## config.mk

```make
export PLATFORM = sky130hd
export DESIGN_NAME = diff_drive_motor_command
export DESIGN_NICKNAME = d
export VERILOG_FILES = /design/src/design/ddmc_pkg.sv /design/src/design/ddmc_ctrl.sv /design/src/design/ddmc_width.sv /design/src/design/diff_drive_motor_command.sv
export SDC_FILE = /design/constraint.sdc
export NUM_CORES = 2
export LEC_CHECK = 0
export BUFFER_PORTS_ARGS = -buffer_cell sky130_fd_sc_hd__buf_2
export CORE_MARGIN = 2
export CORE_UTILIZATION = 50
export DETAILED_ROUTE_END_ITERATION = 12
export PLACE_DENSITY = 0.72
export SYNTH_ARGS = -nofsm -noshare
export SYNTH_HDL_FRONTEND = slang
export SYNTH_SLANG_ARGS = --single-unit
```

## constraint.sdc

```tcl
create_clock -name i_clk -period 9.1 [get_ports i_clk]
set_input_delay 0.455 -clock i_clk [delete_from_list [all_inputs] [get_ports i_clk]]
set_output_delay 0.455 -clock i_clk [all_outputs]
set_load 0.03 [all_outputs]
```

## src/design/ddmc_pkg.sv

```systemverilog
// types, codes and constants shared by the drive command unit
`default_nettype none
package ddmc_pkg;

    typedef struct packed {
        logic [2:0]        op;
        logic [7:0]        key;
        logic signed [7:0] left_cmd;
        logic signed [7:0] right_cmd;
        logic [7:0]        hold_time;
    } t_in_item;

    typedef struct packed {
        logic              left_forward;
        logic              right_forward;
        logic [19:0]       left_width;
        logic [19:0]       right_width;
        logic signed [7:0] left_rec_spd;
        logic signed [7:0] right_rec_spd;
        logic              timed_active;
    } t_out_item;

    // stage loads handed to the width datapath
    typedef struct packed {
        logic s2;
        logic s3;
        logic so;
    } t_stage_load;

    // applied drive levels and status after the last transaction
    typedef struct packed {
        logic signed [7:0] drive_left;
        logic signed [7:0] drive_right;
        logic signed [7:0] rec_left;
        logic signed [7:0] rec_right;
        logic              timed;
    } t_drive_status;

    typedef enum logic [2:0] {
        OP_KEYPAD    = 3'd0,
        OP_DIRECT    = 3'd1,
        OP_BASE_UP   = 3'd2,
        OP_BASE_DOWN = 3'd3,
        OP_TICK      = 3'd4
    } t_op;

    localparam logic [7:0] KEY_1     = 8'h31;
    localparam logic [7:0] KEY_2     = 8'h32;
    localparam logic [7:0] KEY_3     = 8'h33;
    localparam logic [7:0] KEY_4     = 8'h34;
    localparam logic [7:0] KEY_5     = 8'h35;
    localparam logic [7:0] KEY_6     = 8'h36;
    localparam logic [7:0] KEY_7     = 8'h37;
    localparam logic [7:0] KEY_8     = 8'h38;
    localparam logic [7:0] KEY_9     = 8'h39;
    localparam logic [7:0] KEY_SPIN_L = 8'h2E;
    localparam logic [7:0] KEY_SPIN_R = 8'h30;

    localparam logic [6:0]  BASE_RESET = 7'd50;
    localparam logic [6:0]  BASE_MAX   = 7'd95;
    localparam logic [6:0]  BASE_MIN   = 7'd35;
    localparam logic [6:0]  BASE_STEP  = 7'd5;
    localparam logic [8:0]  DRIFT_OFS  = 9'd15;
    localparam logic [8:0]  TURN_OFS   = 9'd30;
    localparam logic [11:0] SPIN_MS    = 12'd200;
    localparam logic [6:0]  DUTY_MAX   = 7'd100;
    localparam logic [19:0] PERIOD_RESET = 20'd100000;

    // floor(2^32 / 100); quotient estimate is low by at most one
    localparam logic [25:0] DIV_RECIP = 26'd42949672;

endpackage
`default_nettype wire

```

## src/design/ddmc_ctrl.sv

```systemverilog
// command decode and drive state, doubles as the first pipeline stage
`default_nettype none
module ddmc_ctrl (
    input  wire logic                   i_clk,
    input  wire logic                   i_rst_n,
    input  wire logic                   i_accept,
    input  wire ddmc_pkg::t_in_item     i_item,
    output ddmc_pkg::t_drive_status     o_status
);
    import ddmc_pkg::*;

    logic [6:0]        r_base, n_base;
    logic signed [7:0] r_drv_l, n_drv_l;
    logic signed [7:0] r_drv_r, n_drv_r;
    logic signed [7:0] r_rec_l, n_rec_l;
    logic signed [7:0] r_rec_r, n_rec_r;
    logic [11:0]       r_cd, n_cd;

    always_comb begin
        logic signed [8:0] b;
        logic signed [8:0] l;
        logic signed [8:0] r;
        logic              spin;
        b       = signed'({2'b00, r_base});
        l       = '0;
        r       = '0;
        spin    = 1'b0;
        n_base  = r_base;
        n_drv_l = r_drv_l;
        n_drv_r = r_drv_r;
        n_rec_l = r_rec_l;
        n_rec_r = r_rec_r;
        n_cd    = r_cd;
        unique case (i_item.op)
            OP_KEYPAD: begin
                unique case (i_item.key)
                    KEY_7: begin
                        l = b - signed'(DRIFT_OFS);
                        r = b + signed'(DRIFT_OFS);
                    end
                    KEY_8: begin
                        l = b;
                        r = b;
                    end
                    KEY_9: begin
                        l = b + signed'(DRIFT_OFS);
                        r = b - signed'(DRIFT_OFS);
                    end
                    KEY_4: begin
                        l = b - signed'(TURN_OFS);
                        r = b + signed'(TURN_OFS);
                    end
                    KEY_6: begin
                        l = b + signed'(TURN_OFS);
                        r = b - signed'(TURN_OFS);
                    end
                    KEY_1: begin
                        l = signed'(TURN_OFS) - b;
                        r = -(b + signed'(TURN_OFS));
                    end
                    KEY_2: begin
                        l = -b;
                        r = -b;
                    end
                    KEY_3: begin
                        l = -(b + signed'(TURN_OFS));
                        r = signed'(TURN_OFS) - b;
                    end
                    KEY_SPIN_L: begin
                        spin = 1'b1;
                        l    = -b;
                        r    = b;
                    end
                    KEY_SPIN_R: begin
                        spin = 1'b1;
                        l    = b;
                        r    = -b;
                    end
                    KEY_5: begin
                        l = '0;
                        r = '0;
                    end
                    default: begin
                        l = '0;
                        r = '0;
                    end
                endcase
                n_drv_l = l[7:0];
                n_drv_r = r[7:0];
                if (spin) begin
                    // spin runs on a timer, recorded speed reads as stopped
                    n_rec_l = '0;
                    n_rec_r = '0;
                    n_cd    = SPIN_MS;
                end else begin
                    n_rec_l = l[7:0];
                    n_rec_r = r[7:0];
                    n_cd    = '0;
                end
            end
            OP_DIRECT: begin
                n_drv_l = i_item.left_cmd;
                n_drv_r = i_item.right_cmd;
                n_rec_l = i_item.left_cmd;
                n_rec_r = i_item.right_cmd;
                // hold times ten
                n_cd = ({4'b0, i_item.hold_time} << 3) + ({4'b0, i_item.hold_time} << 1);
            end
            OP_BASE_UP: begin
                n_base = (r_base >= BASE_MAX - BASE_STEP) ? BASE_MAX : r_base + BASE_STEP;
            end
            OP_BASE_DOWN: begin
                n_base = (r_base <= BASE_MIN + BASE_STEP) ? BASE_MIN : r_base - BASE_STEP;
            end
            OP_TICK: begin
                if (r_cd != '0) begin
                    n_cd = r_cd - 12'd1;
                    if (r_cd == 12'd1) begin
                        n_drv_l = '0;
                        n_drv_r = '0;
                        n_rec_l = '0;
                        n_rec_r = '0;
                    end
                end
            end
            default: begin
                n_base = r_base;
            end
        endcase
    end

    always_ff @(posedge i_clk) begin
        if (!i_rst_n) begin
            r_base  <= BASE_RESET;
            r_drv_l <= '0;
            r_drv_r <= '0;
            r_rec_l <= '0;
            r_rec_r <= '0;
            r_cd    <= '0;
        end else if (i_accept) begin
            r_base  <= n_base;
            r_drv_l <= n_drv_l;
            r_drv_r <= n_drv_r;
            r_rec_l <= n_rec_l;
            r_rec_r <= n_rec_r;
            r_cd    <= n_cd;
        end
    end

    assign o_status.drive_left  = r_drv_l;
    assign o_status.drive_right = r_drv_r;
    assign o_status.rec_left    = r_rec_l;
    assign o_status.rec_right   = r_rec_r;
    assign o_status.timed       = (r_cd != '0);

endmodule
`default_nettype wire

```

## src/design/ddmc_width.sv

```systemverilog
// one wheel: direction, duty clamp and pwm width over three stages
`default_nettype none
module ddmc_width (
    input  wire logic                  i_clk,
    input  wire ddmc_pkg::t_stage_load i_load,
    input  wire logic signed [7:0]     i_level,
    input  wire logic [19:0]           i_period,
    output logic                       o_forward,
    output logic [19:0]                o_width
);
    import ddmc_pkg::*;

    logic [8:0]  w_abs;
    logic [6:0]  w_mag;
    logic [51:0] w_recip_prod;
    logic [26:0] w_qx100;
    logic [26:0] w_rem;
    logic [19:0] w_width;

    logic        r_fwd2, r_fwd3, r_fwd_o;
    logic [26:0] r_prod2, r_prod3;
    logic [19:0] r_q3;
    logic [19:0] r_width_o;

    // magnitude clamped to 1..100
    always_comb begin
        w_abs = i_level[7] ? 9'(-{i_level[7], i_level}) : {1'b0, i_level};
        if (w_abs > {2'b00, DUTY_MAX}) begin
            w_mag = DUTY_MAX;
        end else if (w_abs == '0) begin
            w_mag = 7'd1;
        end else begin
            w_mag = w_abs[6:0];
        end
    end

    assign w_recip_prod = 52'(r_prod2) * 52'(DIV_RECIP);

    // exact floor by one remainder check
    assign w_qx100 = ({7'b0, r_q3} << 6) + ({7'b0, r_q3} << 5) + ({7'b0, r_q3} << 2);
    assign w_rem   = r_prod3 - w_qx100;
    assign w_width = (w_rem >= 27'(DUTY_MAX)) ? r_q3 + 20'd1 : r_q3;

    always_ff @(posedge i_clk) begin
        if (i_load.s2) begin
            r_fwd2  <= ~i_level[7];
            r_prod2 <= {7'b0, i_period} * {20'b0, w_mag};
        end
        if (i_load.s3) begin
            r_fwd3  <= r_fwd2;
            r_prod3 <= r_prod2;
            r_q3    <= w_recip_prod[51:32];
        end
        if (i_load.so) begin
            r_fwd_o   <= r_fwd3;
            r_width_o <= w_width;
        end
    end

    assign o_forward = r_fwd_o;
    assign o_width   = r_width_o;

endmodule
`default_nettype wire

```

## src/design/diff_drive_motor_command.sv

```systemverilog
// top level of the two-wheel drive command unit
// Takes keypad, direct-speed, base-step and millisecond-tick transactions and
// returns one status transaction for each: per wheel a direction bit and a PWM
// high width of period*duty/100 with duty clamped to 1..100, the recorded
// speeds and whether a timed stop is counting down. One transaction is taken
// per clock; its result passes through command decode, width product,
// reciprocal quotient estimate and remainder correction before it is valid on
// the status channel, and the pipeline keeps taking transactions as long as
// results are drained. The pwm_period register is written over its own
// channel, which is always ready, and must only be written while no transaction
// is in flight.
`default_nettype none
module diff_drive_motor_command (
    input  wire logic                 i_clk,
    input  wire logic                 i_rst_n,
    // command channel
    input  wire logic                 i_in_valid,
    output logic                      o_in_ready,
    input  wire ddmc_pkg::t_in_item   i_in_item,
    // status channel
    output logic                      o_out_valid,
    input  wire logic                 i_out_ready,
    output ddmc_pkg::t_out_item       o_out_item,
    // pwm_period write channel
    input  wire logic                 i_cfg_valid,
    output logic                      o_cfg_ready,
    input  wire logic [19:0]          i_cfg_data
);
    import ddmc_pkg::*;

    logic [19:0]   r_pwm_period;
    t_drive_status w_status;
    t_stage_load   w_load;
    logic          w_accept;

    // stage valids: v1 is the state register itself, vo is the result register
    logic r_v1, r_v2, r_v3, r_vo;

    // sideband status carried alongside the width datapath
    logic signed [7:0] r_spd_l2, r_spd_r2, r_spd_l3, r_spd_r3, r_spd_lo, r_spd_ro;
    logic              r_tmd2, r_tmd3, r_tmdo;

    logic w_fwd_l, w_fwd_r;
    logic [19:0] w_wid_l, w_wid_r;

    // ready chain from the result register back to the command channel
    assign w_load.so = r_v3 && (!r_vo || i_out_ready);
    assign w_load.s3 = r_v2 && (!r_v3 || w_load.so);
    assign w_load.s2 = r_v1 && (!r_v2 || w_load.s3);
    assign o_in_ready = !r_v1 || w_load.s2;
    assign w_accept   = i_in_valid && o_in_ready;

    // config write, always taken
    assign o_cfg_ready = 1'b1;
    always_ff @(posedge i_clk) begin
        if (!i_rst_n) begin
            r_pwm_period <= PERIOD_RESET;
        end else if (i_cfg_valid) begin
            r_pwm_period <= i_cfg_data;
        end
    end

    // state update on every accepted transaction
    ddmc_ctrl u_ctrl (
        .i_clk    (i_clk),
        .i_rst_n  (i_rst_n),
        .i_accept (w_accept),
        .i_item   (i_in_item),
        .o_status (w_status)
    );

    ddmc_width u_width_l (
        .i_clk     (i_clk),
        .i_load    (w_load),
        .i_level   (w_status.drive_left),
        .i_period  (r_pwm_period),
        .o_forward (w_fwd_l),
        .o_width   (w_wid_l)
    );

    ddmc_width u_width_r (
        .i_clk     (i_clk),
        .i_load    (w_load),
        .i_level   (w_status.drive_right),
        .i_period  (r_pwm_period),
        .o_forward (w_fwd_r),
        .o_width   (w_wid_r)
    );

    // stage valid flags
    always_ff @(posedge i_clk) begin
        if (!i_rst_n) begin
            r_v1 <= 1'b0;
            r_v2 <= 1'b0;
            r_v3 <= 1'b0;
            r_vo <= 1'b0;
        end else begin
            if (w_accept) begin
                r_v1 <= 1'b1;
            end else if (w_load.s2) begin
                r_v1 <= 1'b0;
            end
            if (w_load.s2) begin
                r_v2 <= 1'b1;
            end else if (w_load.s3) begin
                r_v2 <= 1'b0;
            end
            if (w_load.s3) begin
                r_v3 <= 1'b1;
            end else if (w_load.so) begin
                r_v3 <= 1'b0;
            end
            if (w_load.so) begin
                r_vo <= 1'b1;
            end else if (i_out_ready) begin
                r_vo <= 1'b0;
            end
        end
    end

    // sideband payload, no reset needed
    always_ff @(posedge i_clk) begin
        if (w_load.s2) begin
            r_spd_l2 <= w_status.rec_left;
            r_spd_r2 <= w_status.rec_right;
            r_tmd2   <= w_status.timed;
        end
        if (w_load.s3) begin
            r_spd_l3 <= r_spd_l2;
            r_spd_r3 <= r_spd_r2;
            r_tmd3   <= r_tmd2;
        end
        if (w_load.so) begin
            r_spd_lo <= r_spd_l3;
            r_spd_ro <= r_spd_r3;
            r_tmdo   <= r_tmd3;
        end
    end

    assign o_out_valid              = r_vo;
    assign o_out_item.left_forward  = w_fwd_l;
    assign o_out_item.right_forward = w_fwd_r;
    assign o_out_item.left_width    = w_wid_l;
    assign o_out_item.right_width   = w_wid_r;
    assign o_out_item.left_rec_spd  = r_spd_lo;
    assign o_out_item.right_rec_spd = r_spd_ro;
    assign o_out_item.timed_active  = r_tmdo;

endmodule
`default_nettype wire

```

## Word-level counts from Yosys, hierarchy flattened

Index checks and enable logic that the tools add are counted.

| operators by class | value |
|---|---|
| $mul | 4 |
| equal/unequal tests | 17 |
| div/mod/pow operators | 0 |
| reductions and logical operators | 30 |
| shifts and indexed selects | 0 |
| bitwise operators | 2 |
| add/subtract/negate cells | 21 |
| magnitude comparators | 6 |
| multiplexer cells | 34 |

Operators with widths:

| kind | number |
|---|---|
| one-hot mux 8 bit (8 select lines) | 2 |
| multiplier 27 x 23 -> 49 bit, second input constant | 2 |
| one-hot mux 8 bit (3 select lines) | 4 |
| equality test 8 x 6 -> 1 bit, second input constant | 10 |
| adder 26 x 25 -> 27 bit | 2 |
| adder 27 x 22 -> 27 bit | 2 |
| greater-or-equal comparator 27 x 7 -> 1 bit, second input constant | 2 |
| multiplier 20 x 7 -> 27 bit | 2 |
| subtractor 27 bit | 2 |
| two-way mux 7 bit | 6 |
| adder 20 x 1 -> 20 bit, second input constant | 2 |
| two-way mux 20 bit | 2 |
| two-way mux 8 bit | 5 |
| one-hot mux 12 bit (3 select lines) | 1 |
| > comparator 9 x 7 -> 1 bit, second input constant | 2 |
| zero test 9 bit | 2 |
| two-way mux 9 bit | 2 |
| negation 9 bit | 2 |
| one-hot mux 7 bit (2 select lines) | 1 |
| adder 11 x 9 -> 12 bit | 1 |
| equality test 12 x 1 -> 1 bit, second input constant | 1 |
| two-way mux 12 bit | 1 |
| nonzero test 12 bit | 1 |
| subtractor 12 x 1 -> 12 bit, second input constant | 1 |
| other kinds (28) | 56 |

| storage, ports and cells | value |
|---|---|
| register bits after elaboration | 320 |
| latch bits | 0 |
| output and inout port bits | 62 |
| input bits | 60 |
| memories kept | 0 |
| memory bits (read-only) | 0 |
| bits in writable memories | 0 |
| logic and storage cells | 148 |

## Logic depth before layout (Yosys ltp)

| depth | value |
|---|---|
| word-level depth | 10 |
| depth in mapped cells | 32 |

## Modules after synthesis

Synthesis repeated with hierarchy kept, for this count alone.

| unflattened totals | value |
|---|---|
| cells, all modules | 4571 |
| area, all modules | 47395.5 sq um |

By module, submodules not included:

| module | cells an instance | seq. area each (sq um) | area an instance (sq um) | times used |
|---|---|---|---|---|
| ddmc_width at u_width_r | 1888 | 2852.7 | 20041.7 | 1 |
| ddmc_width at u_width_l | 1851 | 2852.7 | 20020.5 | 1 |
| ddmc_ctrl | 695 | 1021.0 | 4853.4 | 1 |
| diff_drive_motor_command | 137 | 2011.9 | 2479.9 | 1 |

## Least setup slack after synthesis

OpenSTA, ideal clock, no wires.

| timing path | value |
|---|---|
| path kind | register to register |
| from | reg r_vo (netlist: o_out_valid) |
| to | reg r_spd_l2[0], enable pin |
| library setup time | 0.616 ns |
| setup slack | 2.390 ns |
| buffers on the path | 0 |
| stages on the path, launching flop included | 4 |
| data required time | 8.484 ns |
| data arrival time | 6.094 ns |
| path through | dfxtp_1 nor2b_1 and2_1 a21boi_0 |

RTL lines:

| item | line | RTL |
|---|---|---|
| from (decl) | diff_drive_motor_command.sv:37 | `logic r_v1, r_v2, r_v3, r_vo;` |
| from (signal assigned) | diff_drive_motor_command.sv:96 | `r_vo <= 1'b0;` |
| from (signal assigned) | diff_drive_motor_command.sv:114 | `r_vo <= 1'b1;` |
| from (signal assigned) | diff_drive_motor_command.sv:116 | `r_vo <= 1'b0;` |
| to (signal assigned) | diff_drive_motor_command.sv:124 | `r_spd_l2 <= w_status.rec_left;` |
| to (decl) | diff_drive_motor_command.sv:40 | `logic signed [7:0] r_spd_l2, r_spd_r2, r_spd_l3, r_spd_r3, r_spd_lo, r_spd_ro;` |

## Worst setup path after layout

| timing path | value |
|---|---|
| from | reg u_ctrl.r_drv_r[0] |
| to | reg u_width_r.r_prod2[26], data pin |

| on the way | value |
|---|---|
| word-level cells in the longest chain between the ends | 6 |

Ends and longest elaborated chain:

| item | line | RTL |
|---|---|---|
| from (decl) | ddmc_ctrl.sv:14 | `logic signed [7:0] r_drv_r, n_drv_r;` |
| from (signal assigned) | ddmc_ctrl.sv:143 | `r_drv_r <= n_drv_r;` |
| negation 9 bit | ddmc_width.sv:27 | `w_abs = i_level[7] ? 9'(-{i_level[7], i_level}) : {1'b0, i_level};` |
| two-way mux 9 bit * | ddmc_width.sv:27 |  |
| parallel branches: the longest is 2 deep, another holds > comparator 9 x 7 -> 1 bit | -- |  |
| two-way mux 7 bit * | ddmc_width.sv:28 | `if (w_abs > {2'b00, DUTY_MAX}) begin` |
| multiplier 20 x 7 -> 27 bit * | ddmc_width.sv:47 | `r_prod2 <= {7'b0, i_period} * {20'b0, w_mag};` |
| to (signal assigned) | ddmc_width.sv:47 |  |
| to (decl) | ddmc_width.sv:21 | `logic [26:0] r_prod2, r_prod3;` |

Mark *: on every way between the ends.
A chain may end at the register's enable or synchronous reset.

==> parameters.txt <==
Parameter                              Value

STA
  Fmax    135 MHz
  Pins over their slew limit    0
  Unrepaired setup endpoints after global routing    false
  Number of endpoints with negative hold slack in the final report    0
  Slew at the pin with the worst max-slew slack    991 ps
  Final clock period utilization by the worst path    0.814
  Hold_ws    between 40 and 50 ps
  Minimum clock period after layout    7410 ps
  Final number of setup-violating endpoints    0
  Max-slew headroom at the worst pin    0.339
  Setup clock skew after layout    60.0 ps
  Setup total negative slack    0 ps

Flow run
  Max-cap check violation count    0

Clock network
  Largest buffer count on any clock path    3
  # Post-CTS Setup Buffers    0
  Clock tree from TritonCTS    done
  Clk pin slew, worst setup/hold paths    ~60 ps
  Clk_lat worst skew    650 ps
  Number of hold-repair buffers added at the cts stage    0
  Cell chosen for the clock root    sky130_fd_sc_hd__clkbuf_16
  Post-cts gate resize count    0
  # H-tree levels    2
  Clk sink count    316
  Cts bufs inserted    41

Logic synthesis
  Fraction of synthesis flops using an asynchronous set or reset pin    0
  Post-synthesis sequential element count    316
  Number of distinct standard cells referenced by the synthesized netlist    88
  Top cell type's share of synthesized area    0.297
  Sequential cell area fraction in the yosys report    0.185
  Combined area of all synthesized cells    approximately 47000 µm²
  Cells taking the most area after synthesis    sky130_fd_sc_hd__fa_1 30%, sky130_fd_sc_hd__ha_1 20%, sky130_fd_sc_hd__edfxtp_1 15%, sky130_fd_sc_hd__inv_1 6.8%, sky130_fd_sc_hd__dfxtp_1 3.2%
  Synth Flop Type    sky130_fd_sc_hd__edfxtp_1
  EDFF count, synth    241
  Warnings, synthesis    0
  Post-synthesis area per instance    between 10 and 15 µm²
  Post-synth top area cell    sky130_fd_sc_hd__fa_1
  Synthesized Nets    6143
  Number of instances in the synthesized netlist    roughly 4600

Worst setup path
  Arrival time at the worst endpoint    ~7800 ps
  Register-to-register path setup slack    1690 ps
  Delay of the slowest cell on the worst path    530 ps
  Cell with the largest stage delay on the worst path    sky130_fd_sc_hd__fa_1
  Critical setup path kind    reg2reg
  Setup crit end kind    flop
  Critical path data required time    9440 ps
  Most frequent CP cell    sky130_fd_sc_hd__inv_1
  Worst setup SP type    flop
  Critical-path maximum fanout    20

Layout
  Commonest non-fill, non-tap cell in the layout    sky130_fd_sc_hd__inv_1
  Fill cell total of the finished layout    8262
  Utilization after layout    0.540
  Most frequent cells in the layout    852 x sky130_fd_sc_hd__inv_1, 747 x sky130_fd_sc_hd__ha_1, 701 x sky130_fd_sc_hd__fa_1
  Area growth, synth to finish    6.87%
  Layout net count    6195
  Fraction of final layout cells with drive strength greater than 1    0.0521
  Area occupied by multi-input gates    between 30000 and 40000 µm²
  Sequential Area    8740 µm²

Global route
  Number of global-route vias before repair    35400
  Residual overflow from global routing    0
  Initial antenna violation count    2
  Total global routing track utilization    0.238
  Wire length of the first global-routing pass    between 150000 and 200000 µm
  Largest net degree at the start of global routing    77

Floorplanning
  Overall die width    312 µm
  Core area    approximately 94000 µm²
  Number of primary I/O pins    about 120
  Number of cell rows    112
  Total Die Area    97100 µm²
  Effective utilization at floorplan    0.505
  Die extent in y    312 µm

Route
  Per-cell via count in the routed design    5.55
  Amount of wire on met3 after detailed routing    6200 µm
  Routed wire length    112000 µm
  Highest metal used    met4
  DRC violations left    0
  Number of nets with antenna violations after detailed routing    0
  Violation count after the first detailed-route iteration    2384
  Detailed route wirelength on metal2    roughly 54000 µm
  Drt pass-1 iters    6
  Met1 WL    between 40000 and 50000 µm
  Vias post-DR    roughly 33000
  Average detailed-routed wire length per instance    18.7 µm

Placement
  Half-perimeter wire length after detailed placement    88500 µm
  RD Place Congestion    0.939
  IO buf count    120

Worst hold path
  Classification of the worst-slack hold path    in2reg

Run status
  Run status    finished clean
==> critical path: cells and delay by family (launching register included) <==
kind | cells | cell delay, ps
xor gates and xnor gates | 1 | 130
AOI/OAI and AO/OA | 10 | 1880
adders and majority gates | 6 | 2480
buffers and inverters | 5 | 310
DFF | 1 | 350
and+or+nand+nor | 7 | 1990
==> final timing paths <==
path                                        start                    end  cells past startpoint
worst min-delay path                i_cfg_data[7]        r_pwm_period[7]                      3
worst max register to register  u_ctrl.r_drv_r[0]  u_width_r.r_prod2[26]                     29
worst max-delay path            u_ctrl.r_drv_r[0]  u_width_r.r_prod2[26]                     29
worst min register to register        r_spd_l3[0]            r_spd_lo[0]                      0
==> cell families (layout without fill, tap and decap cells) <==
kind of cell / count (synthesis) / in the layout / synth area share
buf+inv: 991 / 1075 / 0.0796
compound gates: 682 / 682 / 0.0949
fa+ha+maj: 1448 / 1448 / 0.494
mux: 29 / 29 / 0.00619
simple gates: 996 / 996 / 0.108
other cells: 1 / 2 / 0.0000793
flops: 316 / 316 / 0.185
xor+xnor: 172 / 172 / 0.0318
==> flip-flops by register name, indices dropped and copies added, names as in the netlist, 12 cells and up <==
signal,flops
u_ctrl.r_cd,12
u_width_r.r_prod2,27
u_width_r.o_width,20
u_width_l.r_prod2,27
r_pwm_period,20
u_width_l.r_q3,20
u_width_l.o_width,20
u_width_r.r_prod3,25
u_width_r.r_q3,20
u_width_l.r_prod3,25
==> layout make-up <==
class,instances,share of cell area
inverter,854,0.0634
clock inverter,31,0.00718
sequential,316,0.173
multi-input combinational,3328,0.689
clock buffer,44,0.0205
tap,1254,0.0310
timing repair buffer,146,0.0157
antenna,1,0.0000495
==> synthesized netlist by cell type (22+ instances only) <==
cell and instances:
sky130_fd_sc_hd__inv_1 852, sky130_fd_sc_hd__ha_1 747, sky130_fd_sc_hd__fa_1 701, sky130_fd_sc_hd__nand2_1 260, sky130_fd_sc_hd__edfxtp_1 241, sky130_fd_sc_hd__and2_1 224, sky130_fd_sc_hd__a21oi_1 182, sky130_fd_sc_hd__nor2_1 152
sky130_fd_sc_hd__o21ai_0 142, sky130_fd_sc_hd__xnor2_1 131, sky130_fd_sc_hd__clkbuf_1 122, sky130_fd_sc_hd__dfxtp_1 75, sky130_fd_sc_hd__nor3_1 70, sky130_fd_sc_hd__nand3_1 60, sky130_fd_sc_hd__a21o_1 42, sky130_fd_sc_hd__nand4_1 42
sky130_fd_sc_hd__xor2_1 41, sky130_fd_sc_hd__nor2b_1 40, sky130_fd_sc_hd__and3_1 37, sky130_fd_sc_hd__o21a_1 30, sky130_fd_sc_hd__a211oi_1 29, sky130_fd_sc_hd__nand2b_1 28, sky130_fd_sc_hd__mux2i_1 27, sky130_fd_sc_hd__o211ai_1 23
sky130_fd_sc_hd__o211a_1 22
==> stage by stage <==
| stage | std cells | setup slack [ps] | cell area [µm²] |
|---|---|---|---|
| after global routing | 5974 | 1160 | 50600 |
| after detailed placement | 5898 | 1730 | 49200 |
| after CTS | 5973 | 1670 | 50600 |
| final | 5974 | 1690 | 50600 |
| after global placement | 5898 | 1780 | 49200 |
| after floorplan | 4635 | 2390 | 47300 |
==> per-layer routing <==
layer  track usage  up-vias
li1              -    15500
met5             0        -
met4        0.0608        0
met3        0.0327      176
met2         0.399      923
met1         0.325    16500
Power is left out: the tool's default activity adds up to more than one toggle a clock period on the data nets, which glitch-free logic cannot reach.
